File: config.mk
export PLATFORM = sky130hd
export DESIGN_NAME = svpwm_times
export DESIGN_NICKNAME = d
export VERILOG_FILES = /design/src/sv/svpwm_pkg.sv /design/src/sv/svpwm_times.sv
export SDC_FILE = /design/constraint.sdc
export NUM_CORES = 2
export LEC_CHECK = 0
export ABC_AREA = 0
export BUFFER_PORTS_ARGS = -buffer_cell sky130_fd_sc_hd__buf_2
export CORE_ASPECT_RATIO = 0.75
export CORE_MARGIN = 5
export CORE_UTILIZATION = 43
export CTS_BUF_LIST = sky130_fd_sc_hd__clkbuf_4 sky130_fd_sc_hd__clkbuf_8 sky130_fd_sc_hd__clkbuf_16
export DETAILED_ROUTE_END_ITERATION = 10
export SLEW_MARGIN = 0
export SYNTH_ARGS = -nofsm -noshare
export SYNTH_HDL_FRONTEND = slang
export SYNTH_SLANG_ARGS = --single-unit
File: constraint.sdc
create_clock -name clk -period 6.4 [get_ports clk]
set_input_delay 0.32 -clock clk [delete_from_list [all_inputs] [get_ports clk]]
set_output_delay 0.32 -clock clk [all_outputs]
set_load 0.05 [all_outputs]
File: src/sv/svpwm_pkg.sv
package svpwm_pkg;

	localparam int FRAC_BITS = 14;
	localparam int ONE = 1 << FRAC_BITS;

	// sqrt(3)/2 in 0.32, rounded to FRAC_BITS fraction bits
	localparam longint unsigned SQ3H_Q32 = 64'd3719550786;
	localparam int SQ3H = int'((SQ3H_Q32 + (64'd1 << (31 - FRAC_BITS))) >> (32 - FRAC_BITS));

	localparam int DATA_W = 16;
	localparam int PER_W = 16;
	localparam int MAG_W = DATA_W;
	localparam int SQ_W = 2 * DATA_W;
	localparam int DVD_W = MAG_W + FRAC_BITS;
	localparam int DSR_W = SQ_W - FRAC_BITS;
	localparam int REM_W = DSR_W + 1;
	localparam int QUO_W = 16;
	localparam int NORM_W = QUO_W + 1;
	localparam int DIV_STEP = 2;
	localparam int DIV_STAGES = QUO_W / DIV_STEP;
	localparam int REF_W = 19;
	localparam int TPROD_W = 40;
	localparam int TIME_W = 22;
	localparam int SUM_W = TIME_W + 2;

	localparam logic OP_AB = 1'b0;
	localparam logic OP_BASIC = 1'b1;

	localparam logic [2:0] SEC_ZERO = 3'd0;

	typedef enum logic [1:0] {
		ROLE_MIN,
		ROLE_MID,
		ROLE_MAX
	} role_t;

	typedef enum logic [1:0] {
		REF_ONE,
		REF_TWO,
		REF_THREE
	} ref_sel_t;

	typedef struct packed {
		ref_sel_t ref_first;
		ref_sel_t ref_second;
		logic negate;
		role_t role_a;
		role_t role_b;
		role_t role_c;
	} sec_info_t;

	typedef struct packed {
		logic valid;
		logic [2:0] sector;
	} sec_ctl_t;

	typedef struct packed {
		logic signed [DATA_W-1:0] one;
		logic signed [DATA_W-1:0] two;
		logic signed [DATA_W-1:0] three;
	} refs_t;

	function automatic logic [2:0] sector_map(input logic [2:0] pseudo);
		case (pseudo)
			3'd1: return 3'd2;
			3'd2: return 3'd6;
			3'd3: return 3'd1;
			3'd4: return 3'd4;
			3'd5: return 3'd3;
			3'd6: return 3'd5;
			default: return SEC_ZERO;
		endcase
	endfunction

	function automatic sec_info_t sector_info(input logic [2:0] sec);
		case (sec)
			3'd1: return '{REF_ONE, REF_THREE, 1'b0, ROLE_MIN, ROLE_MID, ROLE_MAX};
			3'd2: return '{REF_THREE, REF_TWO, 1'b1, ROLE_MID, ROLE_MIN, ROLE_MAX};
			3'd3: return '{REF_TWO, REF_ONE, 1'b0, ROLE_MAX, ROLE_MIN, ROLE_MID};
			3'd4: return '{REF_ONE, REF_THREE, 1'b1, ROLE_MAX, ROLE_MID, ROLE_MIN};
			3'd5: return '{REF_THREE, REF_TWO, 1'b0, ROLE_MID, ROLE_MAX, ROLE_MIN};
			3'd6: return '{REF_TWO, REF_ONE, 1'b1, ROLE_MIN, ROLE_MAX, ROLE_MID};
			default: return '{REF_ONE, REF_ONE, 1'b0, ROLE_MIN, ROLE_MIN, ROLE_MIN};
		endcase
	endfunction

	// shift right by FRAC_BITS, rounding toward zero
	function automatic logic signed [63:0] shr_trunc(input logic signed [63:0] x);
		logic [63:0] m;
		m = x[63] ? 64'(-x) : 64'(x);
		m = m >> FRAC_BITS;
		return x[63] ? -$signed(m) : $signed(m);
	endfunction

	function automatic logic signed [63:0] half_trunc(input logic signed [63:0] x);
		return x / 64'sd2;
	endfunction

	function automatic logic signed [DATA_W-1:0] sat16s(input logic signed [REF_W-1:0] x);
		if (x > 32767) begin
			return 16'sh7fff;
		end else if (x < -32768) begin
			return 16'sh8000;
		end else begin
			return DATA_W'(x);
		end
	endfunction

	function automatic logic [15:0] sat16u(input logic [SUM_W-1:0] x);
		return (x > SUM_W'(16'hffff)) ? 16'hffff : x[15:0];
	endfunction

endpackage

File: src/sv/svpwm_times.sv
module svpwm_times import svpwm_pkg::*; (
	input logic clk,
	input logic arst_n,
	input sec_ctl_t ctl,
	input logic signed [REF_W-1:0] r1,
	input logic signed [REF_W-1:0] r2,
	input refs_t refs,
	input logic [PER_W-1:0] period,
	output logic done,
	output logic [15:0] compare_a,
	output logic [15:0] compare_b,
	output logic [15:0] compare_c,
	output logic [2:0] sector_out,
	output refs_t refs_out,
	output logic overmodulation
);

	sec_ctl_t ctl_s7, ctl_s8;
	refs_t refs_s7, refs_s8, refs_s9;
	logic signed [TPROD_W-1:0] t1p_s7, t2p_s7;
	logic signed [63:0] t1_c, t2_c;
	logic [TIME_W-1:0] u1_c, u2_c, sum_c, u1_s8, u2_s8;
	logic ovm_c, ovm_s8, ovm_s9, done_s9;
	logic [PER_W-1:0] tmin_c, tmin_s8;
	sec_info_t info_c;
	logic [SUM_W-1:0] tvar_c, tmax_c;
	logic [15:0] tm_min, tm_mid, tm_max;
	logic [15:0] ca_c, cb_c, cc_c, ca_s9, cb_s9, cc_s9;
	logic [2:0] sec_s9;

	function automatic logic [15:0] by_role(input role_t r, input logic [15:0] vmin,
		input logic [15:0] vmid, input logic [15:0] vmax);
		case (r)
			ROLE_MID: return vmid;
			ROLE_MAX: return vmax;
			default: return vmin;
		endcase
	endfunction

	always_comb begin
		t1_c = shr_trunc(64'(t1p_s7));
		t2_c = shr_trunc(64'(t2p_s7));
		u1_c = t1_c[63] ? '0 : TIME_W'(t1_c);
		u2_c = t2_c[63] ? '0 : TIME_W'(t2_c);
		sum_c = u1_c + u2_c;
		ovm_c = sum_c > TIME_W'(period);
		tmin_c = ovm_c ? '0 : PER_W'((TIME_W'(period) - sum_c) >> 1);
	end

	always_comb begin
		info_c = sector_info(ctl_s8.sector);
		// even-numbered sectors negate and put the first active time in the middle
		if (info_c.negate) begin
			tvar_c = SUM_W'(tmin_s8) + SUM_W'(u1_s8);
			tmax_c = tvar_c + SUM_W'(u2_s8);
		end else begin
			tvar_c = SUM_W'(tmin_s8) + SUM_W'(u2_s8);
			tmax_c = tvar_c + SUM_W'(u1_s8);
		end
		tm_min = sat16u(SUM_W'(tmin_s8));
		tm_mid = sat16u(tvar_c);
		tm_max = sat16u(tmax_c);
		if (ctl_s8.sector == SEC_ZERO) begin
			ca_c = '0;
			cb_c = '0;
			cc_c = '0;
		end else begin
			ca_c = by_role(info_c.role_a, tm_min, tm_mid, tm_max);
			cb_c = by_role(info_c.role_b, tm_min, tm_mid, tm_max);
			cc_c = by_role(info_c.role_c, tm_min, tm_mid, tm_max);
		end
	end

	always_ff @(posedge clk or negedge arst_n) begin
		if (!arst_n) begin
			ctl_s7 <= '0;
			ctl_s8 <= '0;
			done_s9 <= 1'b0;
		end else begin
			ctl_s7 <= ctl;
			ctl_s8 <= ctl_s7;
			done_s9 <= ctl_s8.valid;
		end
	end

	always_ff @(posedge clk) begin
		t1p_s7 <= TPROD_W'(r1) * $signed(TPROD_W'(period));
		t2p_s7 <= TPROD_W'(r2) * $signed(TPROD_W'(period));
		refs_s7 <= refs;

		u1_s8 <= u1_c;
		u2_s8 <= u2_c;
		tmin_s8 <= tmin_c;
		ovm_s8 <= ovm_c;
		refs_s8 <= refs_s7;

		ca_s9 <= ca_c;
		cb_s9 <= cb_c;
		cc_s9 <= cc_c;
		sec_s9 <= ctl_s8.sector;
		ovm_s9 <= (ctl_s8.sector != SEC_ZERO) && ovm_s8;
		refs_s9 <= refs_s8;
	end

	assign done = done_s9;
	assign compare_a = ca_s9;
	assign compare_b = cb_s9;
	assign compare_c = cc_s9;
	assign sector_out = sec_s9;
	assign refs_out = refs_s9;
	assign overmodulation = ovm_s9;

endmodule

# Word-level counts from Yosys, hierarchy flattened
# Cells that the tools add are included.
# W data, S select, Z words.
# op_classes
n_addsub,10
n_lt_le_gt_ge,3
n_eq_ne,12
n_mul,2
n_reduce_logical,3
muxes,14
# op_table
operator,n
$mux W64,4
$neg A36 Y64,2
$neg A50 Y64,2
$pmux W16 S2,3
$mul A19 B17 Y36,2
$add A23 B22 Y24,2
$gt A24 B16 Y1 const B,2
$add A16 B22 Y23,2
$mux W22,2
$pmux W7 S6,1
$mux W16,2
$mux W24,1
$mux W23,1
$add A22 B22 Y22,1
$gt A22 B16 Y1,1
$sub A16 B17 Y17,1
$eq A3 B3 Y1 const B,3
$eq A2 B1 Y1 const B,3
$eq A2 B2 Y1 const B,3
$eq A3 B2 Y1 const B,2
$eq A3 B1 Y1 const B,1
$logic_not A3 Y1,1
$reduce_bool A3 Y1,1
$logic_and A1 B1 Y1,1
# totals
wordCells,69
regBits,338
out_inout_bits,101
in_bits,108

# Depth between registers and ports, before layout
# depth
word_depth,7
mapped_depth,32
depth_no_buf,32

# Worst setup path after synthesis
# No wires, ideal clock.
# synth_timing
path_kind,input port to flip-flop
start,input period[7]
end,"register, netlist name t2p_s7[35]"
slack_ns,-0.542
n_path_buf,2
stages,24
required_time_ns,6.328
arrival_time_ns,6.870
path_cell_list,clkbuf_1 > clkbuf_1 > nand2_1 > fa_1 > inv_1 > fa_1 > inv_1 > fa_1 > fa_1 > fa_1 > inv_1 > fa_1 > ha_1 > a21oi_1 > o21ai_0 > a221o_1 > a221o_1 > a41oi_1 > o21ai_0 > a2111oi_0 > o21ai_0 > a31o_2 > a21oi_1 > xnor2_1
# synth_between
elab_chain_len,1
# synth_rtl
item,line,text
start: declaration,svpwm_times.sv:8,"input logic [PER_W-1:0] period,"
$mul A19 B17 Y36,svpwm_times.sv:88,t2p_s7 <= TPROD_W'(r2) * $signed(TPROD_W'(period));
# No other way between the ends.
# A chain may end at the register's enable or synchronous reset.

# Worst setup path in the final report
# layout_timing
start,register tmin_s8[4] (netlist: tm_min[4])
end,register cb_s9[8] (netlist: compare_b[8])
# layout_between
elab_chain_len,6
# layout_rtl
item,line,text
start: declaration,svpwm_times.sv:24,"logic [PER_W-1:0] tmin_c, tmin_s8;"
start signal: assignment,svpwm_times.sv:93,tmin_s8 <= tmin_c;
$add A16 B22 Y23 (on tied branches),"svpwm_times.sv:57, svpwm_times.sv:54",
$add A23 B22 Y24 (on tied branches),"svpwm_times.sv:58, svpwm_times.sv:55",
$mux W24,svpwm_times.sv:53,if (info_c.negate) begin
$gt A24 B16 Y1,svpwm_pkg.sv:110,return (x > SUM_W'(16'hffff)) ? 16'hffff : x[15:0];
$mux W16,svpwm_pkg.sv:110,
$pmux W16 S2 *,svpwm_times.sv:33,case (r)
end signal: assignment,svpwm_times.sv:98,cb_s9 <= cb_c;
end: declaration,svpwm_times.sv:28,"logic [15:0] ca_c, cb_c, cc_c, ca_s9, cb_s9, cc_s9;"
# Mark *: on every way between the ends. The rest lies on a longest branch, timed or not.

==> flow_summary.toml <==
[status]
status = "finished, final reports clean"

[routing]
drt_pre_antenna_iters = 6
vias_per_cell = 5.057
route.detailed.wl_per_inst_um = 17.94
drc = 0
dr.first_iter.drc_count = 2269
vias = 30520
wl_um = 108300
drtAntennaViolNets = 0

[timing]
fmax_mhz = 161.9
rsz0062_at_grt = "yes"
final.period_utilization_pct = 96.50
worst_slew_pin_slew_ps = 1129
setup_viol = 0
fin_hold_ws_ps = 135.6
drv_slew = 0
hold_viol = 0
layout_setup_ws_ps = 223.7
fin_skew_ps = 31.34
period_minus_slack_ps = 6176
slew_headroom_pct = 24.72

[yosys]
synth_edf_count = 0
yosysSeqAreaShare_pct = 17.68
synth_cells = 4251
synth.distinct_cells = 89
synthArstFlopShare_pct = 2.663
avgSynthCellArea_um2 = 9.064
synth_top_flop_cell = "dfxtp_1"
yosysWarningCount = 0
ys_ff_latch = 338
synth_area_um2 = 38530

[grt]
grt_pass1_wl_um = 175100
grt_max_degree = 37
gr-total-overflow = 0
track_usage_pct = 22.86
grt_pass1_vias = 31400
antenna_found_initial = 4

[floorplan]
initial_core_util_pct = 43.16
coreArea_um2 = 89270
pin_count = 209
fp.dieH_um = 269.2
die-area_um2 = 95760
fp-row-count = 95
die_x_um = 355.7

[critical_path]
critical_path_class = "reg -> reg"
r2r.worst_path.cells = 18
cp_max_fo = 14
slowest_stage = "o31ai_2"
cp-end-kind = "flop"
worstPathCellList = "ha_1 -> or4_1 -> o211ai_1 -> o211ai_1 -> a31o_2 -> a21oi_1 -> xor2_1 -> inv_1 -> ha_1 -> nand4_1 -> o31ai_2 -> nor4bb_1 -> a311oi_1 -> nand4_1 -> a2111o_1 -> a221oi_2 -> nor2_1 -> or3_1"
critPathLaunchType = "flop"
cp.arrival_ps = 6600
rrSetupSlack_ps = 220
required_ps = 6830
max_stage_delay_ps = 650

[clock_network]
cts_tree = "yes"
htreeDepth = 2
clkLatencyLatePin_ps = 570
cts.clk_slew.worst_paths_ps = 60
cts_root_buf = "clkbuf_16"
clock_tree.buffer_depth = 3
clkSinkCount = 338
cts_buffers = 36

[placement]
port_buffers = 208
hpwl_um = 90740
dpl_worst_slack_ps = -483.7
place_area_um2 = 43540
place_congestion = 0.9182

[final_layout]
fin_area_um2 = 45890
final_common_cell = "inv_1"
area_delta_synth_final_pct = 19.09
layout.nets = 5838
final_util_pct = 51.41
drive_gt1_share_pct = 16.12
final_cell_mix = "inv_1 (795), fa_1 (618), nand2_1 (474), buf_4 (373), dfxtp_1 (327)"

[hold_path]
hold_class = "in -> async"

[flow_run]
maxCapViolCount = 0
[critical path, delay by kind of cell (launching register included)]
kind | cells | cell delay [ps]
fa+ha+maj | 2 | 790
xor+xnor | 1 | 320
buf+inv | 1 | 100
flops | 1 | 470
compound gates | 8 | 2770
simple gates | 6 | 1550
[per-layer routing]
layer | share of wire [%] | vias to the layer above | GRT usage [%]
met4 | 1.3 | 0 | 3.302
li1 | - | 14510 | -
met5 | 0 | - | 0
met1 | 48 | 15080 | 34.69
met3 | 7.8 | 83 | 4.561
met2 | 43 | 856 | 34.59
[final timing paths]
kind	start	end
worst max-delay path	tm_min[4]	compare_b[8]
worst min-delay path	arst_n	ctl_s7[0]
worst max register to register	tm_min[4]	compare_b[8]
worst min register to register	refs_s8[16]	refs_out[16]
max in group asynchronous	arst_n	ctl_s7[3]
min in group clk	r1[0]	t1p_s7[0]
[flip-flops by register name, indices dropped and copies added, names as in the netlist]
| register | count |
|---|---|
| refs_out | 48 |
| compare_b | 16 |
| ctl_s8 | 4 |
| tm_min | 16 |
| overmodulation | 1 |
| u1_s8 | 22 |
| sector_out | 3 |
| u2_s8 | 22 |
| refs_s7 | 48 |
| t1p_s7 | 36 |
| t2p_s7 | 36 |
| refs_s8 | 48 |
| ovm_s8 | 1 |
| compare_a | 16 |
| compare_c | 16 |
| done | 1 |
| ctl_s7 | 4 |
[stage by stage]
stage | instances | TNS [ps]
after floorplan | 4252 | -52.64
after global placement | 5903 | -9193
after detailed placement | 5903 | -10170
after CTS | 6024 | 0
after global routing | 6033 | -771.6
final | 6036 | 0
[what timing repair did]
item	CTS	global route
buffers inserted	2	10
pin swaps	14	42
cloned	0	0
hold buffers	53	0
gates resized for setup	20	77
endpoints found under the setup margin	17	53
endpoints found under the hold margin	61	0
[cell families after synthesis]
| family | after synthesis | share of synthesized area [%] |
|---|---|---|
| buffers and inverters | 947 | 9.261 |
| other | 1 | 0.009732 |
| muxes | 14 | 0.3799 |
| xor gates and xnor gates | 168 | 3.819 |
| adders and majority gates | 937 | 42.51 |
| AOI/OAI and AO/OA | 671 | 11.35 |
| DFF | 338 | 17.68 |
| and+or+nand+nor | 1175 | 15.00 |
[synthesized netlist by cell type, types with 46 or more instances]
library cell  number  area [um2]
nor2b_1           46       287.8
clkbuf_1         136       510.5
o21ai_0          154       770.7
dfxtp_1          329        6586
fa_1             620       12410
ha_1             317        3966
nand2_1          475        1783
a21oi_1          192       960.9
a21o_1            62       465.5
and2_1           267        1670
xnor2_1          126        1104
inv_1            799        2999
nor2_1           156       585.6
[area by class of cell]
| type | instances | area [um2] |
|---|---|---|
| Timing Repair Buffer | 649 | 4627 |
| Clock inverter | 17 | 254.0 |
| Multi-Input combinational cell | 2967 | 28630 |
| Antenna cell | 3 | 7.507 |
| Tap cell | 1212 | 1516 |
| Inverter | 801 | 3009 |
| Clock buffer | 49 | 1030 |
| Sequential cell | 338 | 6814 |
| Fill cell | 8306 | 43380 |
Power is left out: the tool's default activity adds up to more than one toggle a clock period on the data nets, which glitch-free logic cannot reach.
