### src/sv/svpwm_pkg.sv
package svpwm_pkg;

	localparam int FRAC_BITS = 14;
	localparam int ONE = 1 << FRAC_BITS;

	// sqrt(3)/2 in 0.32, rounded to FRAC_BITS fraction bits
	localparam longint unsigned SQ3H_Q32 = 64'd3719550786;
	localparam int SQ3H = int'((SQ3H_Q32 + (64'd1 << (31 - FRAC_BITS))) >> (32 - FRAC_BITS));

	localparam int DATA_W = 16;
	localparam int PER_W = 16;
	localparam int MAG_W = DATA_W;
	localparam int SQ_W = 2 * DATA_W;
	localparam int DVD_W = MAG_W + FRAC_BITS;
	localparam int DSR_W = SQ_W - FRAC_BITS;
	localparam int REM_W = DSR_W + 1;
	localparam int QUO_W = 16;
	localparam int NORM_W = QUO_W + 1;
	localparam int DIV_STEP = 2;
	localparam int DIV_STAGES = QUO_W / DIV_STEP;
	localparam int REF_W = 19;
	localparam int TPROD_W = 40;
	localparam int TIME_W = 22;
	localparam int SUM_W = TIME_W + 2;

	localparam logic OP_AB = 1'b0;
	localparam logic OP_BASIC = 1'b1;

	localparam logic [2:0] SEC_ZERO = 3'd0;

	typedef enum logic [1:0] {
		ROLE_MIN,
		ROLE_MID,
		ROLE_MAX
	} role_t;

	typedef enum logic [1:0] {
		REF_ONE,
		REF_TWO,
		REF_THREE
	} ref_sel_t;

	typedef struct packed {
		ref_sel_t ref_first;
		ref_sel_t ref_second;
		logic negate;
		role_t role_a;
		role_t role_b;
		role_t role_c;
	} sec_info_t;

	typedef struct packed {
		logic valid;
		logic [2:0] sector;
	} sec_ctl_t;

	typedef struct packed {
		logic signed [DATA_W-1:0] one;
		logic signed [DATA_W-1:0] two;
		logic signed [DATA_W-1:0] three;
	} refs_t;

	function automatic logic [2:0] sector_map(input logic [2:0] pseudo);
		case (pseudo)
			3'd1: return 3'd2;
			3'd2: return 3'd6;
			3'd3: return 3'd1;
			3'd4: return 3'd4;
			3'd5: return 3'd3;
			3'd6: return 3'd5;
			default: return SEC_ZERO;
		endcase
	endfunction

	function automatic sec_info_t sector_info(input logic [2:0] sec);
		case (sec)
			3'd1: return '{REF_ONE, REF_THREE, 1'b0, ROLE_MIN, ROLE_MID, ROLE_MAX};
			3'd2: return '{REF_THREE, REF_TWO, 1'b1, ROLE_MID, ROLE_MIN, ROLE_MAX};
			3'd3: return '{REF_TWO, REF_ONE, 1'b0, ROLE_MAX, ROLE_MIN, ROLE_MID};
			3'd4: return '{REF_ONE, REF_THREE, 1'b1, ROLE_MAX, ROLE_MID, ROLE_MIN};
			3'd5: return '{REF_THREE, REF_TWO, 1'b0, ROLE_MID, ROLE_MAX, ROLE_MIN};
			3'd6: return '{REF_TWO, REF_ONE, 1'b1, ROLE_MIN, ROLE_MAX, ROLE_MID};
			default: return '{REF_ONE, REF_ONE, 1'b0, ROLE_MIN, ROLE_MIN, ROLE_MIN};
		endcase
	endfunction

	// shift right by FRAC_BITS, rounding toward zero
	function automatic logic signed [63:0] shr_trunc(input logic signed [63:0] x);
		logic [63:0] m;
		m = x[63] ? 64'(-x) : 64'(x);
		m = m >> FRAC_BITS;
		return x[63] ? -$signed(m) : $signed(m);
	endfunction

	function automatic logic signed [63:0] half_trunc(input logic signed [63:0] x);
		return x / 64'sd2;
	endfunction

	function automatic logic signed [DATA_W-1:0] sat16s(input logic signed [REF_W-1:0] x);
		if (x > 32767) begin
			return 16'sh7fff;
		end else if (x < -32768) begin
			return 16'sh8000;
		end else begin
			return DATA_W'(x);
		end
	endfunction

	function automatic logic [15:0] sat16u(input logic [SUM_W-1:0] x);
		return (x > SUM_W'(16'hffff)) ? 16'hffff : x[15:0];
	endfunction

endpackage

### src/sv/svpwm_input.sv
module svpwm_input import svpwm_pkg::*; (
	input logic clk,
	input logic arst_n,
	input logic start,
	input logic opcode,
	input logic signed [DATA_W-1:0] alpha_in,
	input logic signed [DATA_W-1:0] beta_in,
	input logic [2:0] vector_number,
	input logic signed [DATA_W-1:0] power_level,
	output logic valid,
	output logic norm,
	output logic [DSR_W-1:0] divisor,
	output logic [MAG_W-1:0] alpha_mag,
	output logic [MAG_W-1:0] beta_mag,
	output logic alpha_neg,
	output logic beta_neg,
	output logic signed [DATA_W-1:0] alpha,
	output logic signed [DATA_W-1:0] beta
);

	logic vld_s1, vld_s2, vld_s3, vld_s4;
	logic op_s1;
	logic signed [DATA_W-1:0] ain_s1, bin_s1, p_s1;
	logic [2:0] vn_s1;
	logic signed [31:0] prod_s1;
	logic signed [DATA_W-1:0] p_c, ph_c, ps_c, a_c, b_c;
	logic signed [DATA_W-1:0] a_s2, b_s2, a_s3, b_s3, a_s4, b_s4;
	logic [SQ_W-1:0] sqa_s3, sqb_s3, q_c;
	logic norm_s4, aneg_s4, bneg_s4;
	logic [DSR_W-1:0] n_s4;
	logic [MAG_W-1:0] amag_s4, bmag_s4;

	// power clamp to plus or minus one
	always_comb begin
		if (power_level > ONE) begin
			p_c = DATA_W'(ONE);
		end else if (power_level < -ONE) begin
			p_c = DATA_W'(-ONE);
		end else begin
			p_c = power_level;
		end
	end

	always_comb begin
		ph_c = DATA_W'(half_trunc(64'(p_s1)));
		ps_c = DATA_W'(shr_trunc(64'(prod_s1)));
		a_c = '0;
		b_c = '0;
		if (op_s1 == OP_AB) begin
			a_c = ain_s1;
			b_c = bin_s1;
		end else begin
			case (vn_s1)
				3'd1: begin a_c = p_s1; b_c = '0; end
				3'd2: begin a_c = ph_c; b_c = ps_c; end
				3'd3: begin a_c = -ph_c; b_c = ps_c; end
				3'd4: begin a_c = -p_s1; b_c = '0; end
				3'd5: begin a_c = -ph_c; b_c = -ps_c; end
				3'd6: begin a_c = ph_c; b_c = -ps_c; end
				default: begin a_c = '0; b_c = '0; end
			endcase
		end
	end

	assign q_c = sqa_s3 + sqb_s3;

	always_ff @(posedge clk or negedge arst_n) begin
		if (!arst_n) begin
			vld_s1 <= 1'b0;
			vld_s2 <= 1'b0;
			vld_s3 <= 1'b0;
			vld_s4 <= 1'b0;
		end else begin
			vld_s1 <= start;
			vld_s2 <= vld_s1;
			vld_s3 <= vld_s2;
			vld_s4 <= vld_s3;
		end
	end

	always_ff @(posedge clk) begin
		op_s1 <= opcode;
		ain_s1 <= alpha_in;
		bin_s1 <= beta_in;
		vn_s1 <= vector_number;
		p_s1 <= p_c;
		prod_s1 <= 32'(p_c) * SQ3H;

		a_s2 <= a_c;
		b_s2 <= b_c;

		a_s3 <= a_s2;
		b_s3 <= b_s2;
		sqa_s3 <= SQ_W'(32'(a_s2) * 32'(a_s2));
		sqb_s3 <= SQ_W'(32'(b_s2) * 32'(b_s2));

		a_s4 <= a_s3;
		b_s4 <= b_s3;
		norm_s4 <= q_c > (SQ_W'(ONE) << FRAC_BITS);
		n_s4 <= DSR_W'(q_c >> FRAC_BITS);
		aneg_s4 <= a_s3[DATA_W-1];
		bneg_s4 <= b_s3[DATA_W-1];
		amag_s4 <= a_s3[DATA_W-1] ? MAG_W'(-a_s3) : MAG_W'(a_s3);
		bmag_s4 <= b_s3[DATA_W-1] ? MAG_W'(-b_s3) : MAG_W'(b_s3);
	end

	assign valid = vld_s4;
	assign norm = norm_s4;
	assign divisor = n_s4;
	assign alpha_mag = amag_s4;
	assign beta_mag = bmag_s4;
	assign alpha_neg = aneg_s4;
	assign beta_neg = bneg_s4;
	assign alpha = a_s4;
	assign beta = b_s4;

endmodule

### config.mk
export PLATFORM = sky130hd
export DESIGN_NAME = svpwm_input
export DESIGN_NICKNAME = d
export VERILOG_FILES = /design/src/sv/svpwm_pkg.sv /design/src/sv/svpwm_input.sv
export SDC_FILE = /design/constraint.sdc
export NUM_CORES = 2
export LEC_CHECK = 0
export BUFFER_PORTS_ARGS = -buffer_cell sky130_fd_sc_hd__buf_2
export CORE_MARGIN = 1.5
export CORE_UTILIZATION = 58
export DETAILED_ROUTE_END_ITERATION = 12
export GPL_ROUTABILITY_DRIVEN = 0
export PLACE_DENSITY = 0.76
export RECOVER_POWER = 100
export SLEW_MARGIN = 20
export SYNTH_ARGS = -nofsm -noshare
export SYNTH_HDL_FRONTEND = slang
export SYNTH_SLANG_ARGS = --single-unit
### constraint.sdc
create_clock -name clk -period 5.9 [get_ports clk]
set_input_delay 1.18 -clock clk [delete_from_list [all_inputs] [get_ports clk]]
set_output_delay 1.18 -clock clk [all_outputs]
set_load 0.02 [all_outputs]
After elaboration in Yosys (flattened, before gate mapping)
Cells that the tools add are included.

word-level totals
  flip-flop bits (word level) = 300
  memories kept = 0
  bits in writable memories = 0
  bits in read-only memories = 0
  word-level logic and storage cells = 62
  latch bits = 0

cells by class
  reductions and logical operators = 4
  magnitude comparators = 3
  add/sub/neg operators = 9
  equality and inequality tests = 6
  multiply operators = 3
  bitwise operators = 1
  divide/modulo/power cells = 0
  shift-type cells = 0
  mux-type cells = 10

operators with widths
  operator                                                         number
  negation 16 bit                                                  6
  2-to-1 mux 16 bit                                                5
  multiplier 16 x 16 -> 32 bit                                     2
  case mux 16 bit (4 select lines)                                 1
  adder 32 bit                                                     1
  greater-than comparator 32 x 29 -> 1 bit, second input constant  1
  case mux 16 bit (2 select lines)                                 1
  multiplier 16 x 15 -> 31 bit, second input constant              1
  2-to-1 mux 15 bit                                                2
  2-to-1 mux 30 bit                                                1
  negation 30 bit                                                  1
  adder 16 x 1 -> 16 bit                                           1
  greater-than comparator 16 bit, second input constant            1
  less-than comparator 16 x 15 -> 1 bit, second input constant     1
  == test 3 bit, second input constant                             3
  OR reduction 2 bit                                               4
  == test 3 x 2 -> 1 bit, second input constant                    2
  == test 3 x 1 -> 1 bit, second input constant                    1
  AND 1 bit                                                        1

Longest topological paths before layout
  depth in word-level cells = 7
  mapped depth = 29
  gate-level depth less buffers = 27

Least setup slack after synthesis
OpenSTA, ideal clock, no wires.

  path type = input to register
  start point = input port power_level[15]
  end point = register, netlist name prod_s1[30]
  setup time = 72 ps
  data arrival time = 8014 ps
  setup slack = -2185 ps
  buffers on the path = 2
  stages on the path = 28
  path through = clkbuf_1 inv_1 nand2_1 inv_1 a21oi_1 clkbuf_1 and2_1 ha_1 fa_1 inv_1 fa_1 fa_1 inv_1 fa_1 inv_1 fa_1 inv_1 ha_1 a21o_1 a21o_1 a41o_1 a21oi_1 a311oi_1 a211o_1 a21bo_2 a21o_1 a21oi_1 xor2_1

between the ends
  word-level cells in the longest chain between the ends = 4
  elaborated cells on any way between the ends = 5
  those cells by class = mul (1); order compare (2); mux (2)

ends and longest elaborated chain
  what                                   RTL line           source
  from (decl)                            svpwm_input.sv:9   input logic signed [DATA_W-1:0] power_level,
  less-than comparator 16 x 15 -> 1 bit  svpwm_input.sv:37  end else if (power_level < -ONE) begin
  2-to-1 mux 16 bit                      svpwm_input.sv:37
  2-to-1 mux 16 bit (*)                  svpwm_input.sv:35  if (power_level > ONE) begin
  net p_c[7]                             svpwm_input.sv:26  logic signed [DATA_W-1:0] p_c, ph_c, ps_c, a_c, b_c;
  multiplier 16 x 15 -> 31 bit (*)       svpwm_input.sv:87  prod_s1 <= 32'(p_c) * SQ3H;

The timed path passes the listed nets; every way through them passes the cells marked *.
A chain may end at the register's enable or synchronous reset.

Final worst setup path
  start point = input port power_level[1]
  end point = register, netlist name prod_s1[30]

between the ends
  word-level cells in the longest chain between the ends = 4
  elaborated cells on any way between the ends = 5
  those cells by class = mul (1); order compare (2); mux (2)

ends and longest elaborated chain
  what                                   RTL line
  less-than comparator 16 x 15 -> 1 bit  svpwm_input.sv:37
  2-to-1 mux 16 bit                      svpwm_input.sv:37
  2-to-1 mux 16 bit (*)                  svpwm_input.sv:35
  net p_c[10]                            svpwm_input.sv:26
  multiplier 16 x 15 -> 31 bit (*)       svpwm_input.sv:87

Marked as above.

==> results.py <==
metrics = {
    "routing": {
        "drcViolationCount": 0,
        "ant_nets": 0,
        "vias_per_cell": 5.36,
        "detail_route.iter0.violations": 1575,
        "num_vias": 26100,
        "first_pass_iters": 6,
        "wl_um": 84700,
        "routedWlPerCell_um": 17.4,
    },
    "sta": {
        "hold_violations": 0,
        "period_minus_slack_ns": 6.71,
        "min_period_over_period": 1.14,
        "drv_slew": 0,
        "worst_slew_pin_slew_ns": 1.16,
        "finalSetupViolations": 45,
        "slew_headroom": 0.221,
        "finClkSkew_ns": 0.0204,
        "setup_slack_ns": -0.809,
        "rsz0062_at_grt": "true",
        "fmax_ghz": 0.149,
        "setup_tns_ns": -17.46,
    },
    "worst_setup_path": {
        "crit_fanout": 8,
        "critPathKind": "primary input to flop",
        "cpLargestDelayFamily": "adder cells",
        "crit_path_end_kind": "flop",
        "critPathMostFrequentCell": "fa_1",
        "slowest_stage": "fa_1",
        "critPathMaxStageDelay_ns": 0.52,
        "start_kind": "primary input",
        "worstPathArrival_ns": 7.21,
        "cp_num_buf_inv": 5,
        "worstPathRequired_ns": 6.40,
    },
    "grt": {
        "globalRouteTotalUtil": 0.283,
        "antenna_found_initial": 2,
        "grt_max_degree": 52,
        "grt_pass1_wl_um": 135000,
        "grt-ovfl-total": 0,
        "grt_pass1_vias": 27900,
    },
    "die": {
        "rows": 88,
        "die_area_um2": 60000,
        "ios": 141,
        "start_util": 0.587,
        "die_w_um": 245,
        "core_um2": 57800,
        "die_h_um": 245,
    },
    "status": {
        "violations": "negative setup slack",
        "status": "finished, violations left",
    },
    "finish": {
        "drive_above_1_share": 0.230,
        "postLayoutCellArea_um2": 41500,
        "post-route-util": 0.718,
        "antenna_cells": 0,
        "fin_cells": 4874,
        "area_growth_pct": 22.3,
        "final_nets": 5037,
    },
    "min_path": {
        "worstHoldPathType": "flop to flop",
    },
    "clocking": {
        "clock_tree.buffer_depth": 3,
        "clkSinkCount": 290,
        "root_buffer": "clkbuf_16",
        "clk_pin_slew_worst_paths_ns": 0.06,
        "cts_buffers": 35,
        "cts_tree": "yes",
        "cts_htree_levels": 2,
        "clk_latency_ns": 0.58,
    },
    "synthesis": {
        "ys.warnings.count": 0,
        "yosys.cell_count.top_type": "inv_1",
        "ys.flop_type": "dfxtp_1",
        "ys_ff_latch": 290,
        "netlist_instances": 3550,
        "async_flop_share": 0.0138,
        "synth_top_area_share": 0.350,
        "synthTopCellsByCount": "inv_1, fa_1, ha_1",
        "synth.distinct_cells": 95,
        "yosysTopAreaCell": "fa_1",
        "synth_area_um2": 33900,
        "yosysSeqAreaShare": 0.172,
        "avgSynthCellArea_um2": 9.56,
        "synth-edff-count": 0,
        "yosys-top-cells-area": "fa_1, dfxtp_1, ha_1, inv_1, xnor2_1",
    },
    "placement": {
        "placed_cell_area_um2": 38600,
        "place_inst": 4767,
        "port_buffers": 140,
        "hpwl_um": 66600,
    },
    "job": {
        "cap_viol_max_count": 0,
    },
}
==> routing by layer <==
metal  GRT usage  share of wire  vias up
li1            -              -    12100
met1       0.336           0.38    13000
met2       0.517           0.52      811
met3      0.0374          0.060      214
met4       0.110          0.041        0
met5           0              0        -
==> registers in the layout, indices dropped and copies added (netlist names) <==
| register | cells |
|---|---|
| vld_s1 | 1 |
| divisor | 18 |
| prod_s1 | 31 |
| bin_s1 | 16 |
| ain_s1 | 16 |
| beta | 16 |
| alpha_mag | 15 |
| alpha | 16 |
| sqa_s3 | 31 |
| b_s2 | 16 |
| p_s1 | 14 |
| vld_s3 | 1 |
| a_s2 | 16 |
| sqb_s3 | 31 |
| valid | 1 |
| beta_mag | 15 |
| b_s3 | 15 |
| vld_s2 | 1 |
| op_s1 | 1 |
| a_s3 | 15 |
| vn_s1 | 3 |
| norm | 1 |
==> final cells by class <==
cell class	count	area, µm²
flip-flops and latches	290	5850
clock inverters	20	323
inverters	885	3340
clock buffers	43	977
repair buffers	589	4270
fillers	3986	16300
well taps	765	957
multi-input cells	2282	25800
==> path summary, 6_finish.rpt <==
kind	start	end	slack (ns)	cells past startpoint
worst max-delay path	power_level[1]	prod_s1[30]	-0.81	26
worst min-delay path	vld_s1	vld_s2	0.36	0
worst max register to register	b_s2[1]	sqb_s3[30]	-0.62	19
worst min register to register	vld_s1	vld_s2	0.36	0
max in group asynchronous	arst_n	vld_s3	5.28	1
min in group asynchronous	arst_n	valid	0.43	1
==> metrics by stage <==
stage | setup WS (ns) | hold slack, ns
floorplan | -1.32 | 0.329
global placement | -1.39 | 0.344
detailed placement | -1.54 | 0.342
CTS | -0.727 | 0.365
global route | -1.01 | 0.374
finish | -0.809 | 0.364
==> repair_timing <==
item,4_1_cts,5_1_grt
buffers inserted,20,31
setup endpoints to repair,38,41
cloned,0,0
endpoints found under the hold margin,0,0
hold buffers,0,0
resized for setup,172,232
pin swaps,72,171
==> cell families (layout without fill, tap and decap cells) <==
kind of cell	count (synthesis)	in the layout	synth area share
other	1	2	0.000110
DFF	290	290	0.172
xor gates and xnor gates	228	228	0.0599
muxes	14	14	0.00428
and+or+nand+nor	716	716	0.108
AOI/OAI and AO/OA	422	422	0.0846
buffers and inverters	979	1537	0.109
adders and majority gates	900	900	0.463
==> cells in the final DEF, fill, tap and decap left out, types with 24 or more instances in the layout <==
cell / instances
a21o_1: 60
inv_2: 47
a21oi_2: 25
buf_6: 47
dfxtp_1: 278
o21ai_0: 57
buf_2: 130
and2_1: 93
buf_4: 387
ha_4: 43
xor2_1: 76
and2_4: 28
a21oi_1: 65
ha_1: 257
nor2_1: 113
nand3_1: 44
xnor2_1: 144
nand2b_1: 24
nor3_1: 33
nand2_1: 203
fa_1: 572
inv_1: 832
clkbuf_16: 36
==> worst register-to-register path: stages, from the launching register on <==
cell,delay (ns)
dfxtp_1,0.30
clkbuf_1,0.70
nand2_1,0.27
fa_1,0.57
fa_1,0.57
inv_2,0.04
fa_1,0.44
fa_1,0.51
inv_2,0.04
fa_1,0.53
inv_2,0.05
fa_2,0.51
ha_4,0.31
nor2_2,0.04
o41a_1,0.51
o31ai_4,0.34
a41oi_2,0.18
o211ai_1,0.28
a21oi_2,0.09
xnor2_1,0.14
Power is left out: the tool's default activity adds up to more than one toggle a clock period on the data nets, which glitch-free logic cannot reach.
