===== config.mk =====
export PLATFORM = sky130hd
export DESIGN_NAME = svpwm_sector
export DESIGN_NICKNAME = d
export VERILOG_FILES = /design/src/sv/svpwm_pkg.sv /design/src/sv/svpwm_sector.sv
export SDC_FILE = /design/constraint.sdc
export NUM_CORES = 1
export LEC_CHECK = 0
export ABC_AREA = 1
export BUFFER_PORTS_ARGS = -buffer_cell sky130_fd_sc_hd__clkbuf_2
export CORE_ASPECT_RATIO = 0.9
export CORE_MARGIN = 1.5
export CORE_UTILIZATION = 35
export CTS_BUF_LIST = sky130_fd_sc_hd__clkbuf_4
export DETAILED_ROUTE_END_ITERATION = 16
export HOLD_SLACK_MARGIN = 0.03
export PLACE_DENSITY = 0.59
export SYNTH_ARGS = -nofsm -noshare
export SYNTH_HDL_FRONTEND = slang
export SYNTH_SLANG_ARGS = --single-unit

===== constraint.sdc =====
create_clock -name clk -period 8.1 [get_ports clk]
set_input_delay 0.81 -clock clk [delete_from_list [all_inputs] [get_ports clk]]
set_output_delay 0.81 -clock clk [all_outputs]
set_load 0.1 [all_outputs]

===== src/sv/svpwm_pkg.sv =====
package svpwm_pkg;

	localparam int FRAC_BITS = 14;
	localparam int ONE = 1 << FRAC_BITS;

	// sqrt(3)/2 in 0.32, rounded to FRAC_BITS fraction bits
	localparam longint unsigned SQ3H_Q32 = 64'd3719550786;
	localparam int SQ3H = int'((SQ3H_Q32 + (64'd1 << (31 - FRAC_BITS))) >> (32 - FRAC_BITS));

	localparam int DATA_W = 16;
	localparam int PER_W = 16;
	localparam int MAG_W = DATA_W;
	localparam int SQ_W = 2 * DATA_W;
	localparam int DVD_W = MAG_W + FRAC_BITS;
	localparam int DSR_W = SQ_W - FRAC_BITS;
	localparam int REM_W = DSR_W + 1;
	localparam int QUO_W = 16;
	localparam int NORM_W = QUO_W + 1;
	localparam int DIV_STEP = 2;
	localparam int DIV_STAGES = QUO_W / DIV_STEP;
	localparam int REF_W = 19;
	localparam int TPROD_W = 40;
	localparam int TIME_W = 22;
	localparam int SUM_W = TIME_W + 2;

	localparam logic OP_AB = 1'b0;
	localparam logic OP_BASIC = 1'b1;

	localparam logic [2:0] SEC_ZERO = 3'd0;

	typedef enum logic [1:0] {
		ROLE_MIN,
		ROLE_MID,
		ROLE_MAX
	} role_t;

	typedef enum logic [1:0] {
		REF_ONE,
		REF_TWO,
		REF_THREE
	} ref_sel_t;

	typedef struct packed {
		ref_sel_t ref_first;
		ref_sel_t ref_second;
		logic negate;
		role_t role_a;
		role_t role_b;
		role_t role_c;
	} sec_info_t;

	typedef struct packed {
		logic valid;
		logic [2:0] sector;
	} sec_ctl_t;

	typedef struct packed {
		logic signed [DATA_W-1:0] one;
		logic signed [DATA_W-1:0] two;
		logic signed [DATA_W-1:0] three;
	} refs_t;

	function automatic logic [2:0] sector_map(input logic [2:0] pseudo);
		case (pseudo)
			3'd1: return 3'd2;
			3'd2: return 3'd6;
			3'd3: return 3'd1;
			3'd4: return 3'd4;
			3'd5: return 3'd3;
			3'd6: return 3'd5;
			default: return SEC_ZERO;
		endcase
	endfunction

	function automatic sec_info_t sector_info(input logic [2:0] sec);
		case (sec)
			3'd1: return '{REF_ONE, REF_THREE, 1'b0, ROLE_MIN, ROLE_MID, ROLE_MAX};
			3'd2: return '{REF_THREE, REF_TWO, 1'b1, ROLE_MID, ROLE_MIN, ROLE_MAX};
			3'd3: return '{REF_TWO, REF_ONE, 1'b0, ROLE_MAX, ROLE_MIN, ROLE_MID};
			3'd4: return '{REF_ONE, REF_THREE, 1'b1, ROLE_MAX, ROLE_MID, ROLE_MIN};
			3'd5: return '{REF_THREE, REF_TWO, 1'b0, ROLE_MID, ROLE_MAX, ROLE_MIN};
			3'd6: return '{REF_TWO, REF_ONE, 1'b1, ROLE_MIN, ROLE_MAX, ROLE_MID};
			default: return '{REF_ONE, REF_ONE, 1'b0, ROLE_MIN, ROLE_MIN, ROLE_MIN};
		endcase
	endfunction

	// shift right by FRAC_BITS, rounding toward zero
	function automatic logic signed [63:0] shr_trunc(input logic signed [63:0] x);
		logic [63:0] m;
		m = x[63] ? 64'(-x) : 64'(x);
		m = m >> FRAC_BITS;
		return x[63] ? -$signed(m) : $signed(m);
	endfunction

	function automatic logic signed [63:0] half_trunc(input logic signed [63:0] x);
		return x / 64'sd2;
	endfunction

	function automatic logic signed [DATA_W-1:0] sat16s(input logic signed [REF_W-1:0] x);
		if (x > 32767) begin
			return 16'sh7fff;
		end else if (x < -32768) begin
			return 16'sh8000;
		end else begin
			return DATA_W'(x);
		end
	endfunction

	function automatic logic [15:0] sat16u(input logic [SUM_W-1:0] x);
		return (x > SUM_W'(16'hffff)) ? 16'hffff : x[15:0];
	endfunction

endpackage


===== src/sv/svpwm_sector.sv =====
module svpwm_sector import svpwm_pkg::*; (
	input logic clk,
	input logic arst_n,
	input logic in_valid,
	input logic norm,
	input logic signed [DATA_W-1:0] alpha_raw,
	input logic signed [DATA_W-1:0] beta_raw,
	input logic signed [NORM_W-1:0] alpha_quo,
	input logic signed [NORM_W-1:0] beta_quo,
	output sec_ctl_t ctl,
	output logic signed [REF_W-1:0] r1,
	output logic signed [REF_W-1:0] r2,
	output refs_t refs
);

	logic vld_s5;
	logic signed [NORM_W-1:0] a_c, b_c, beta_s5, bn_s5;
	logic signed [31:0] prod_s5;
	logic signed [REF_W-1:0] sh_c, ref1_c, ref2_c, ref3_c, r1_c, r2_c;
	logic [2:0] sec_c;
	sec_info_t info_c;
	sec_ctl_t ctl_s6;
	logic signed [REF_W-1:0] r1_s6, r2_s6;
	refs_t refs_s6;

	function automatic logic signed [REF_W-1:0] pick(input ref_sel_t sel,
		input logic signed [REF_W-1:0] x1, input logic signed [REF_W-1:0] x2,
		input logic signed [REF_W-1:0] x3);
		case (sel)
			REF_TWO: return x2;
			REF_THREE: return x3;
			default: return x1;
		endcase
	endfunction

	assign a_c = norm ? alpha_quo : NORM_W'(alpha_raw);
	assign b_c = norm ? beta_quo : NORM_W'(beta_raw);

	always_comb begin
		sh_c = REF_W'(shr_trunc(64'(prod_s5)));
		ref1_c = REF_W'(beta_s5);
		ref2_c = REF_W'(bn_s5) - sh_c;
		ref3_c = REF_W'(bn_s5) + sh_c;
		sec_c = sector_map({ref2_c > 0, ref3_c > 0, ref1_c > 0});
		info_c = sector_info(sec_c);
		r1_c = pick(info_c.ref_first, ref1_c, ref2_c, ref3_c);
		r2_c = pick(info_c.ref_second, ref1_c, ref2_c, ref3_c);
		if (info_c.negate) begin
			r1_c = -r1_c;
			r2_c = -r2_c;
		end
	end

	always_ff @(posedge clk or negedge arst_n) begin
		if (!arst_n) begin
			vld_s5 <= 1'b0;
			ctl_s6 <= '0;
		end else begin
			vld_s5 <= in_valid;
			ctl_s6.valid <= vld_s5;
			ctl_s6.sector <= sec_c;
		end
	end

	always_ff @(posedge clk) begin
		beta_s5 <= b_c;
		bn_s5 <= -NORM_W'(half_trunc(64'(b_c)));
		prod_s5 <= 32'(a_c) * SQ3H;

		r1_s6 <= r1_c;
		r2_s6 <= r2_c;
		refs_s6.one <= sat16s(ref1_c);
		refs_s6.two <= sat16s(ref2_c);
		refs_s6.three <= sat16s(ref3_c);
	end

	assign ctl = ctl_s6;
	assign r1 = r1_s6;
	assign r2 = r2_s6;
	assign refs = refs_s6;

endmodule


Yosys cells after proc, flatten, opt, wreduce, memory -nomap -nowiden

Index checks and enable logic that the tools add are counted.

Bits in registers: 157
Input port bits: 70
Output and inout port bits: 90
Word-level logic and storage cells: 59

Add/sub/neg operators: 8
$mul: 1
$lt $le $gt $ge: 9
Equal/unequal tests: 16
Muxes and demuxes: 13
Bitwise logic cells: 1

Operators with widths:

| kind                                                                               | number |
|---|---|
| 19-bit one-hot mux with 2 select lines                                             | 2 |
| 11-bit one-hot mux with 6 select lines                                             | 1 |
| 19-bit 2-to-1 mux                                                                  | 3 |
| 19-bit negation                                                                    | 3 |
| 16-bit 2-to-1 mux                                                                  | 3 |
| 19-bit by 1-bit greater-than comparator with 1-bit output (second input constant)  | 2 |
| 19-bit by 16-bit greater-than comparator with 1-bit output (second input constant) | 2 |
| 19-bit by 16-bit < comparator with 1-bit output (second input constant)            | 2 |
| 17-bit 2-to-1 mux                                                                  | 2 |
| 33-bit 2-to-1 mux                                                                  | 1 |
| 32-bit negation with 33-bit output                                                 | 1 |
| 17-bit by 15-bit multiplier with 32-bit output (second input constant)             | 1 |
| 17-bit by 19-bit adder with 19-bit output                                          | 1 |
| 17-bit by 19-bit subtractor with 19-bit output                                     | 1 |
| 3-bit == test (second input constant)                                              | 6 |
| 3-bit one-hot mux with 6 select lines                                              | 1 |
| 17-bit by 1-bit adder with 17-bit output                                           | 1 |
| 17-bit by 1-bit greater-than comparator with 1-bit output (second input constant)  | 1 |
| 17-bit by 16-bit greater-than comparator with 1-bit output (second input constant) | 1 |
| 17-bit by 16-bit < comparator with 1-bit output (second input constant)            | 1 |
| 17-bit negation                                                                    | 1 |
| 3-bit by 2-bit == test with 1-bit output (second input constant)                   | 4 |
| 3-bit by 1-bit == test with 1-bit output (second input constant)                   | 2 |
| 2-bit by 1-bit == test with 1-bit output (second input constant)                   | 2 |
| 2 further kinds                                                                    | 3 |

Depth between registers and ports, before layout

Word-level depth: 14
Depth in mapped cells: 53
Mapped depth without buffers: 51

Least setup slack after synthesis

Ideal clock, no wire load.

Path type: input -> register
From: in norm
To: reg prod_s5[29]
Setup time: 0.072 ns
Arrival: 6.522 ns
Required time: 8.028 ns
Setup slack: 1.507 ns
Stages: 21
Path buffers: 1
Cells stage by stage: clkbuf_1 inv_1 nand2_1 inv_1 a21oi_1 inv_1 ha_1 inv_1 fa_1 fa_1 fa_1 fa_1 fa_1 ha_1 nand2_1 o21ai_0 a21oi_1 o31ai_1 a21oi_1 o21ai_0 xor2_1

Longest elaborated chain between the ends: 2

RTL lines:

| element                                        | line               | source |
|---|---|---|
| start: declaration                             | svpwm_sector.sv:5  | `input logic norm,` |
| 17-bit 2-to-1 mux                              | svpwm_sector.sv:36 | `assign a_c = norm ? alpha_quo : NORM_W'(alpha_raw);` |
| 17-bit by 15-bit multiplier with 32-bit output | svpwm_sector.sv:68 | `prod_s5 <= 32'(a_c) * SQ3H;` |
| end signal: assignment                         | svpwm_sector.sv:68 |  |
| end: declaration                               | svpwm_sector.sv:18 | `logic signed [31:0] prod_s5;` |

No other way between the ends.
A chain may end at the register's enable or synchronous reset.

Worst setup path after layout

From: reg prod_s5[0]
To: reg r1_s6[18], in the netlist r1[18]

Longest elaborated chain between the ends: 14
Elaborated cells on any way between the ends: 27
Classes of those cells: 5 x add/sub; 2 x order compare; 14 x eq/ne; 6 x mux

RTL lines:

| element                                                                                                     | line                                   | source |
|---|---|---|
| 32-bit negation with 33-bit output *                                                                        | svpwm_pkg.sv:90                        | `m = x[63] ? 64'(-x) : 64'(x);` |
| 33-bit 2-to-1 mux *                                                                                         | svpwm_pkg.sv:90                        |  |
| 19-bit negation                                                                                             | svpwm_pkg.sv:92                        | `return x[63] ? -$signed(m) : $signed(m);` |
| 19-bit 2-to-1 mux *                                                                                         | svpwm_pkg.sv:92                        |  |
| 17-bit by 19-bit adder with 19-bit output or 17-bit by 19-bit subtractor with 19-bit output (tied branches) | svpwm_sector.sv:43, svpwm_sector.sv:42 |  |
| 19-bit by 1-bit greater-than comparator with 1-bit output                                                   | svpwm_sector.sv:44                     | `sec_c = sector_map({ref2_c > 0, ref3_c > 0, ref1_c > 0});` |
| 3-bit == test (tied with other cells)                                                                       | svpwm_pkg.sv:64                        | `case (pseudo)` |
| 3-bit one-hot mux with 6 select lines                                                                       | svpwm_pkg.sv:64                        |  |
| 3-bit == test (tied with other cells)                                                                       | svpwm_pkg.sv:76                        | `case (sec)` |
| 11-bit one-hot mux with 6 select lines                                                                      | svpwm_pkg.sv:76                        |  |
| 2-bit == test or 2-bit by 1-bit == test with 1-bit output (tied branches)                                   | svpwm_sector.sv:29                     | `case (sel)` |
| 19-bit one-hot mux with 2 select lines                                                                      | svpwm_sector.sv:29                     |  |
| 19-bit negation                                                                                             | svpwm_sector.sv:49                     | `r1_c = -r1_c;` |
| 19-bit 2-to-1 mux *                                                                                         | svpwm_sector.sv:48                     | `if (info_c.negate) begin` |
| net r1_c[18]                                                                                                | svpwm_sector.sv:19                     | `logic signed [REF_W-1:0] sh_c, ref1_c, ref2_c, ref3_c, r1_c, r2_c;` |
| end signal: assignment                                                                                      | svpwm_sector.sv:70                     | `r1_s6 <= r1_c;` |
| end: declaration                                                                                            | svpwm_sector.sv:23                     | `logic signed [REF_W-1:0] r1_s6, r2_s6;` |

Mark *: on every way through the listed nets, which the timed path passes. The rest lies on a longest branch.

==> impl_metrics.tcl <==
set metrics [dict create \
    synth-adder-area-share_pct 29.56 \
    setup_ws_ns 0.7522 \
    crit_top_cell "nand2_1" \
    worst-setup-path-type "flip-flop to flip-flop" \
    gp_congestion 0.9907 \
    vias_per_cell 4.872 \
    slew_viol_final 0 \
    layout_common_cells "nand2_1, inv_1, ha_1" \
    placed_cells 2909 \
    cp-end-kind "flip-flop" \
    clk_pin_slew_ns 0.17 \
    rrSetupSlack_ns 0.75 \
    regToRegStartpoint "prod_s5[0]$_DFF_P_" \
    fin_crit_ns 7.348 \
    drt_iter0_markers 1296 \
    ios 160 \
    crit_fanout 13 \
    synthArstFlopShare_pct 3.185 \
    drive_gt1_share_pct 12.58 \
    hold_viol_final 0 \
    grt_max_degree 37 \
    grt_antenna_before_repair 1 \
    clock_path_buffers 2 \
    drc_errors 0 \
    holdCritStartpoint "in_valid" \
    root_buffer "clkbuf_4" \
    start_util_pct 35.65 \
    place_ws_ns 0.4454 \
    cts.sinks 157 \
    post_drt_wl_per_cell_um 16.11 \
    r2r_cells 50 \
    die_h_um 204.9 \
    hold-worst-slack_ns 0.3318 \
    stdcell_count 2954 \
    num_rows 73 \
    setup_viol 0 \
    ys_seq_area_share_pct 19.98 \
    clock.fmax_mhz 136.1 \
    cp.required_ns 8.60 \
    layout_worst_path_cycle_share_pct 90.71 \
    via_count 14390 \
    r2r-end "r1[18]$_DFF_P_" \
    worstPathArrival_ns 7.84 \
    worst_hold_path.endpoint "vld_s5$_DFF_PN0_" \
    synth_cell_type_count 51 \
    fin_skew_ns 0.03576 \
    grt-ovfl-total 0 \
    yosys.area_share.simple_pct 25.09 \
    postSynthCellCount 2174 \
    slowest_delay_ns 0.45 \
    worstMarginPinSlew_ns 0.9529 \
    finalNetCount 2706 \
    syn_avg_cell_area_um2 7.294 \
    mostFrequentLayoutCell "nand2_1" \
    synth_top_family_by_area "adder cells" \
    synth_area_um2 15860 \
    crit_path_start_kind "flip-flop" \
    wl_mm 47.60 \
    die_area_um2 46600 \
    relSlewSlack_pct 35.80 \
    synth-main-ff-cell "dfxtp_1" \
    coreArea_um2 44480 \
    die_x_um 227.4 \
    max_cap_violations 0 \
    muxShareOfSynthArea_pct 0 \
    crit_slowest_cell "ha_2" \
    clkLatencyLatePin_ns 0.60 \
    whs_path_depth 1 \
    synth_compound_area_share_pct 8.742 \
    area_growth_pct 12.15 \
    hp-class "primary input to flip-flop" \
    grt_pass1_vias 14270 \
    ys_ff_latch 157 \
    tritoncts "yes" \
    synth_edf_count 0 \
    numCtsBuffers 17 \
    portBuffers 159 \
    cts_htree_levels 4 \
    ant_nets 0 \
    synth_xor_area_share_pct 6.012 \
    syn-num-nets 2540 \
    ys_warn_count 0 \
    grt_use_total_pct 21.01 \
    outcome "complete, no violations" \
    dr.pass1.iters 8 \
    grt_pass1_wl_mm 75.77 \
    hpwl_mm 40.98 \
]
layer usage:
metal  vias up  track usage (%)  share of wire (%)
met4         0            3.548                1.1
met1      6702            31.16                 50
li1       7133                -                  -
met3        36            3.901                7.1
met2       520            31.82                 42
met5         -                0                  0
final cells by class:
cell class,count,area (µm²)
Fill cell,4707,26700
Multi-Input combinational cell,1584,11070
Sequential cell,157,3168
Inverter,389,1471
Timing Repair Buffer,188,1016
Tap cell,600,750.7
Clock inverter,15,163.9
Clock buffer,17,127.6
Timing Repair inverter,3,15.01
Antenna cell,1,2.502
sequential cells by signal, indices dropped and copies added (netlist names):
name and cells:
beta_s5 17, bn_s5 17, ctl 4, prod_s5 32
r1 19, r2 19, refs 48, vld_s5 1
logic make-up (layout without fill, tap and decap cells):
logic type               after synthesis  in the layout
flip-flops                           157            157
AO/OA/AOI/OAI                        253            253
XOR/XNOR                             108            108
buffers and inverters                433            612
adder cells (fa/ha/maj)              296            296
other                                  0              1
AND/OR/NAND/NOR                      927            927
worst max-delay path: cells and delay by family (launching register included):
kind	cells	cell delay [ns]
AOI/OAI and AO/OA	6	0.96
xor gates and xnor gates	1	0.21
adders and majority gates	3	1.00
buffers and inverters	7	0.86
DFF	1	0.34
and+or+nand+nor	33	3.84
how the worst max path moves through the flow:
stage	start	slack, ns	end	cells after the start
6_report	prod_s5[0]$_DFF_P_	0.75	r1[18]$_DFF_P_	50
5_1_grt	prod_s5[12]$_DFF_P_	-0.003	r2[11]$_DFF_P_	45
4_1_cts	prod_s5[8]$_DFF_P_	0.37	r2[18]$_DFF_P_	45
3_5_place_dp	prod_s5[8]$_DFF_P_	0.45	r2[18]$_DFF_P_	45
3_3_place_gp	prod_s5[8]$_DFF_P_	0.78	r1[18]$_DFF_P_	48
2_1_floorplan	norm	1.51	prod_s5[29]$_DFF_P_	21
timing repair:
item	in CTS	in global routing
setup buffers	0	8
endpoints found under the setup margin	0	30
endpoints found under the hold margin	5	0
gates resized for setup	0	18
hold buffers	1	0
cells in the mapped netlist (all sizes together), types with 4 or more instances:
library cell | count | area share [%]
and2 | 6 | 0.24
fa | 131 | 17
dfxtp | 152 | 19
xor2 | 89 | 5.0
a21oi | 110 | 3.5
nand3b | 11 | 0.52
nand2 | 566 | 14
nand3 | 132 | 4.7
o21a | 4 | 0.19
nor2 | 149 | 3.6
ha | 165 | 13
nor3 | 21 | 0.76
nand4 | 24 | 0.95
buf | 22 | 0.88
o21ai | 106 | 3.4
xnor2 | 19 | 1.0
o22ai | 10 | 0.47
or2 | 16 | 0.63
inv | 387 | 9.2
dfrtp | 5 | 0.79
clkbuf | 22 | 0.53
o31ai | 6 | 0.28
through the flow:
step / setup TNS, ns / instance area [µm²] / utilization, %
after floorplan: 0 / 15860 / -
after global placement: 0 / 17330 / 38.96
after detailed placement: 0 / 17330 / 38.96
after CTS: 0 / 17630 / 39.64
after global routing: -0.002955 / 17780 / 39.98
final: 0 / 17780 / 39.98
Power is not shown: default switching activity piles up to over one toggle a cycle in this logic, so the estimate is an artifact.
